<file path="src/rtl/wbs_pkg.sv">
// Shared types and constants for the word break segmenter.
// Holds the command codes, the word structs of both channels and the cell control struct.
// Depends on nothing; every other file of the block uses it.
package wbs_pkg;

	// Default capacity of the dictionary.
	localparam int MAX_WORDS_DEF    = 64;
	localparam int MAX_WORD_LEN_DEF = 32;

	// Command codes of a request word.
	localparam logic [1:0] CMD_CLEAR = 2'd0;
	localparam logic [1:0] CMD_DICT  = 2'd1;
	localparam logic [1:0] CMD_TEXT  = 2'd2;

	// One request word.
	typedef struct packed {
		logic [1:0] command;
		logic [7:0] character;
		logic       word_end;
		logic       text_start;
	} req_t;

	// One response word.
	typedef struct packed {
		logic can_split;
		logic dict_overflow;
	} rsp_t;

	// Controls shared by every cell of the chain.
	typedef struct packed {
		logic build_shift;
		logic text_shift;
		logic split_start;
		logic split_shift;
	} cell_ctl_t;

endpackage

</file>
<file path="src/rtl/wbs_cell.sv">
// One cell of the window chain: a text character, a split flag and a character of the
// word being loaded, each handed to the next cell on a shift. Compares its text character
// against one character of a stored word. Depends on wbs_pkg.
module wbs_cell #(
	parameter int MAX_WORD_LEN = wbs_pkg::MAX_WORD_LEN_DEF,
	parameter int INDEX        = 0
) (
	input  logic                              clk,
	input  logic                              arst_n,
	input  wbs_pkg::cell_ctl_t                ctl,
	input  logic [7:0]                        text_in,
	output logic [7:0]                        text_out,
	input  logic                              split_in,
	output logic                              split_out,
	input  logic [7:0]                        build_in,
	output logic [7:0]                        build_out,
	input  logic [7:0]                        dict_char,
	input  logic [$clog2(MAX_WORD_LEN+1)-1:0] word_len,
	output logic                              match_ok,
	output logic                              split_sel
);

	localparam int LEN_W = $clog2(MAX_WORD_LEN + 1);

	logic [7:0] text_q;
	logic [7:0] build_q;
	logic       split_q;

	// Character registers shift only when their window moves.
	always_ff @(posedge clk) begin
		if (ctl.text_shift) begin
			text_q <= text_in;
		end
		if (ctl.build_shift) begin
			build_q <= build_in;
		end
	end

	// The split flag of the first cell marks the empty prefix at the start of a string.
	always_ff @(posedge clk or negedge arst_n) begin
		if (!arst_n) begin
			split_q <= (INDEX == 0);
		end else if (ctl.split_start) begin
			split_q <= (INDEX == 0);
		end else if (ctl.split_shift) begin
			split_q <= split_in;
		end
	end

	assign text_out  = text_q;
	assign build_out = build_q;
	assign split_out = split_q;

	// A position beyond the word's length always agrees.
	assign match_ok  = (LEN_W'(INDEX) >= word_len) || (dict_char == text_q);
	// The prefix just before the word must be splittable.
	assign split_sel = split_q && (word_len == LEN_W'(INDEX + 1));

endmodule

</file>
<file path="config.mk">
export PLATFORM = sky130hd
export DESIGN_NAME = wbs_cell
export DESIGN_NICKNAME = d
export VERILOG_FILES = /design/src/rtl/wbs_pkg.sv /design/src/rtl/wbs_cell.sv
export SDC_FILE = /design/constraint.sdc
export NUM_CORES = 1
export LEC_CHECK = 0
export ABC_AREA = 1
export BUFFER_PORTS_ARGS = -buffer_cell sky130_fd_sc_hd__buf_2
export CAP_MARGIN = 20
export CORE_MARGIN = 5
export CORE_UTILIZATION = 37
export DETAILED_ROUTE_END_ITERATION = 16
export PLACE_DENSITY = 0.77
export SYNTH_ARGS = -nofsm -noshare
export SYNTH_HDL_FRONTEND = slang
export SYNTH_SLANG_ARGS = --single-unit
</file>
<file path="constraint.sdc">
create_clock -name clk -period 1.26 [get_ports clk]
set_input_delay 0.252 -clock clk [delete_from_list [all_inputs] [get_ports clk]]
set_output_delay 0.252 -clock clk [all_outputs]
set_load 0.05 [all_outputs]
</file>
# --- Word-level counts from Yosys, hierarchy flattened ---
# Index checks and enable logic that the tools add are counted.
classes:
  addsub: 0
  n_mul: 0
  n_div: 0
  magnitude_cmp: 1
  n_eq_ne: 2
  n_shift: 0
  muxes: 2
  n_bitwise: 0
  reduce_logical: 3
ops:
  columns: ["operator", "count"]
  rows:
  - ["$eq 8x8->1", 1]
  - ["$eq 6x1->1 const B", 1]
  - ["$ge 1x6->1 const A", 1]
  - ["$mux 1", 2]
  - ["$reduce_bool 2->1", 1]
  - ["$logic_and 1x1->1", 1]
  - ["$logic_or 1x1->1", 1]
totals:
  ff_bits: 17
  latchBits: 0
  ramBits: 0
  romBits: 0
  output_inout_bits: 19
  mem_count: 0

# --- Longest topological paths before layout ---
logic_depth:
  word_depth: 2
  ltp_mapped: 7

# --- Worst setup path before layout ---
# OpenSTA, ideal clock, no wires.
synth_path:
  kind: "register to output"
  start: "register split_q, in the netlist split_out"
  end: "output port split_sel"
  arrival_ns: 1.450
  required_ns: 1.008
  setup_slack_ns: -0.442
  stages_incl_launch_ff: 3
  n_path_buf: 0
  cell_sequence: "dfstp_2 inv_1 nor3_2"
synth_between:
  elab_chain_cells: 1
synth_lines:
  columns: ["item", "line_no", "text"]
  rows:
  - ["from (decl)", "wbs_cell.sv:27", "logic split_q;"]
  - ["from (signal assigned)", "wbs_cell.sv:42", "split_q <= (INDEX == 0);"]
  - ["from (signal assigned)", "wbs_cell.sv:44", "split_q <= (INDEX == 0);"]
  - ["from (signal assigned)", "wbs_cell.sv:46", "split_q <= split_in;"]
  - ["$logic_and 1x1->1", "wbs_cell.sv:57", "assign split_sel = split_q && (word_len == LEN_W'(INDEX + 1));"]
  - ["to (decl)", "wbs_cell.sv:20", "output logic split_sel"]
# Every way passes these cells.

# --- Worst setup path in the final report ---
layout_path:
  start: "register text_q[3], in the netlist text_out[3]"
  end: "output port match_ok"
layout_between:
  elab_chain_cells: 2
layout_lines:
  columns: ["item", "line_no", "text"]
  rows:
  - ["from (decl)", "wbs_cell.sv:25", "logic [7:0] text_q;"]
  - ["from (signal assigned)", "wbs_cell.sv:32", "text_q <= text_in;"]
  - ["$eq 8x8->1", "wbs_cell.sv:55", "assign match_ok = (LEN_W'(INDEX) >= word_len) || (dict_char == text_q);"]
  - ["$logic_or 1x1->1", "wbs_cell.sv:55", null]
  - ["to (decl)", "wbs_cell.sv:19", "output logic match_ok,"]
# Every way passes these cells.

==> run_results.csv <==
group,metric,value,unit
cts,cts_root_buffer,"clkbuf_4",
power,p_int,889,µW
sta,rsz0062_at_grt,"true",
cts,numCtsBuffers,3,
critical_path,arrival,1.35,ns
power,clkPwrFrac,0.214,
route,post_drt_wl_per_cell,11.1,µm
finish,syn_to_final_growth,55.6,%
sta,worst_pin_slew,0.255,ns
synth,syn_inst,64,
finish,num-nets-final,163,
sta,finalHoldViolCount,0,
die,die_y,53.8,µm
synth,ys_seq_elements,17,
synth,syn_area,711,µm²
power,switchingPower,407,µW
route,drt-total-wl,1670,µm
synth,yosysWarnings,0,
global_routing,grt_pass1_vias,619,
critical_path,required,1.01,ns
cts,cts_tree,"built",
die,dieArea,2900,µm²
global_routing,grt_start_max_net_pins,11,
route,drt-initial-drc-count,8,
cts,clkSlewWorstSetupHoldPaths,0.10,ns
route,dr.pass1.iters,4,
die,io_pins,56,
cts,clock_latency,0.28,ns
critical_path,critPathLaunchType,"flop",
sta,post-route-period-util,1.27,
finish,final_util,0.620,
synth,synth-seq-area-share,0.713,
job,max_cap_viol_count,0,
outcome,outcome,"finished, violations left",
sta,fin_crit,1.60,ns
sta,fmax,625,MHz
die,core,1780,µm²
power,total_power,1.30,mW
critical_path,crit_buf_inv,1,
placement,dpl.hpwl,1420,µm
global_routing,grtUsageTotal,0.115,
route,antenna_left,0,
sta,relSlewSlack,0.831,
synth,synth.distinct_cells,11,
sta,tns,-0.577,ns
power,cellPowerDensity,1170,nW/µm²
critical_path,crit_slowest_cell,"edfxtp_1",
sta,timing.final.ws_setup,-0.339,ns
critical_path,cpMostUsedCell,"nand2_1",
placement,gp_congestion,0.600,
critical_path,crit_family,"flip-flops",
finish,stdcell_count,150,
die,die_width,53.8,µm
critical_path,path_cells,"xnor2_1 > nand2_1 > nor2_1 > nand2_1 > nand2_4 > buf_8",
finish,drive_above_1_share,0.512,
synth,avgSynthCellArea,11.1,µm²
global_routing,grt_antenna_before_repair,0,
cts,clock-sinks,17,
global_routing,grt_pass1_wl,2390,µm
hold_path,hold_class,"in2reg",
finish,nFillCells,165,
placement,io_buffers,55,
cts,clockBufferDepth,2,
critical_path,cp-end-kind,"primary output",
global_routing,grt-ovfl-total,0,
route,route.detailed.drc,0,
die,start_util,0.399,
power,seqPwrFrac,0.532,
power,p_leak,0.573,nW
sta,setup_viol,3,
power,vdd_ir_drop_max,0.000861,V
outcome,violations,"negative setup slack",
placement,placed_area,1030,µm²
finish,antenna_cells,0,
cts,h-tree-depth,1,
power,combPwrFrac,0.254,
power,p_sw_frac,0.314,
synth,syn_nets,101,
die,rows,15,
critical_path,critical_path_class,"reg2out",
critical_path,max_stage_delay,0.43,ns
placement,place_inst,144,
critical_path,worstPathMaxFanout,2,
finish,post-route-cell-area,1110,µm²
route,viasPerCell,4.17,
sta,fin_skew,0,ns
sta,drv_slew,0,
route,num_vias,625,
## path summary, 6_finish.rpt
path                       slack (ns)         to  cells after the start         from
setup / recovery                -0.34   match_ok                      6  text_out[3]
max in group asynchronous        0.82  split_out                      2       arst_n
setup reg to reg                 0.44  split_out                      2    split_out
hold reg to reg                  0.54  split_out                      2    split_out
min in group asynchronous        0.42  split_out                      2       arst_n
hold / removal                   0.11  split_out                      2       ctl[0]
## worst reg2reg max path: cells and delay by family, from the launching register on
family                 cells  cell delay, ns
buffers and inverters      1            0.05
flip-flops                 1            0.56
AO/OA/AOI/OAI              1            0.15
## kinds of logic (layout without fill, tap and decap cells)
| kind of cell | after synthesis | after routing | share of synthesized area |
|---|---|---|---|
| and+or+nand+nor | 29 | 29 | 0.167 |
| DFF | 17 | 17 | 0.713 |
| AOI/OAI and AO/OA | 2 | 2 | 0.0141 |
| xor gates and xnor gates | 3 | 3 | 0.0370 |
| buffers and inverters | 13 | 74 | 0.0687 |
## stage by stage
stage | hold slack [ns] | setup WS [ns]
floorplan | 0.104 | -0.172
global placement | 0.185 | -0.0802
detailed placement | 0.187 | -0.136
CTS | 0.117 | -0.353
global route | 0.113 | -0.457
finish | 0.111 | -0.339
## power by group through the flow
stage	combinational, mW	sequential, mW	clock (mW)
after global routing	0.354	0.693	0.312
final	0.329	0.689	0.278
after CTS	0.326	0.690	0.285
after floorplan	0.0498	0.856	0
after detailed placement	0.319	0.702	0
after global placement	0.312	0.698	0
## repair_timing
item,in CTS,in global routing
hold buffers,1,0
endpoints found under the hold margin,1,0
endpoints found under the setup margin,3,4
buffers inserted,0,1
resized for setup,7,2
pin swaps,0,1
## registers in the layout, summed over array words and instances, names as in the netlist
signal and flops:
text_out 8, split_out 1, build_out 8
## layer usage
metal	vias up	global-route usage	wire length (µm)
met1	271	0.118	573
met3	2	0.0471	213
met2	32	0.208	873
met5	-	0	0
li1	320	-	-
met4	0	0.0383	10
## area by class of cell
cell class / instances / area (µm²) / area share
well taps: 25 / 31.3 / 0.0283
repair buffers: 57 / 323 / 0.292
inverters: 13 / 48.8 / 0.0441
clock buffers: 3 / 22.5 / 0.0204
clock inverters: 1 / 5.00 / 0.00452
flip-flops and latches: 17 / 507 / 0.458
multi-input cells: 34 / 169 / 0.153
## synthesized netlist by cell type
| cell | count | share of area |
|---|---|---|
| nand2_1 | 22 | 0.12 |
| edfxtp_1 | 16 | 0.68 |
| inv_1 | 13 | 0.069 |
| nor2_1 | 4 | 0.021 |
| xnor2_1 | 3 | 0.037 |
| a21oi_1 | 1 | 0.0070 |
| and2_1 | 1 | 0.0088 |
| dfstp_2 | 1 | 0.037 |
| nand3_1 | 1 | 0.0070 |
| nor3_2 | 1 | 0.014 |
| o21ai_0 | 1 | 0.0070 |
## layout by cell type (no fill, tap or decap), drive strengths merged, types with 3 or more instances in the layout
cell / Yosys / final
buf: 0 / 56
nor2: 4 / 4
inv: 13 / 13
nand2: 22 / 22
xnor2: 3 / 3
edfxtp: 16 / 16
clkbuf: 0 / 3
(Power assumes the default switching activity.)
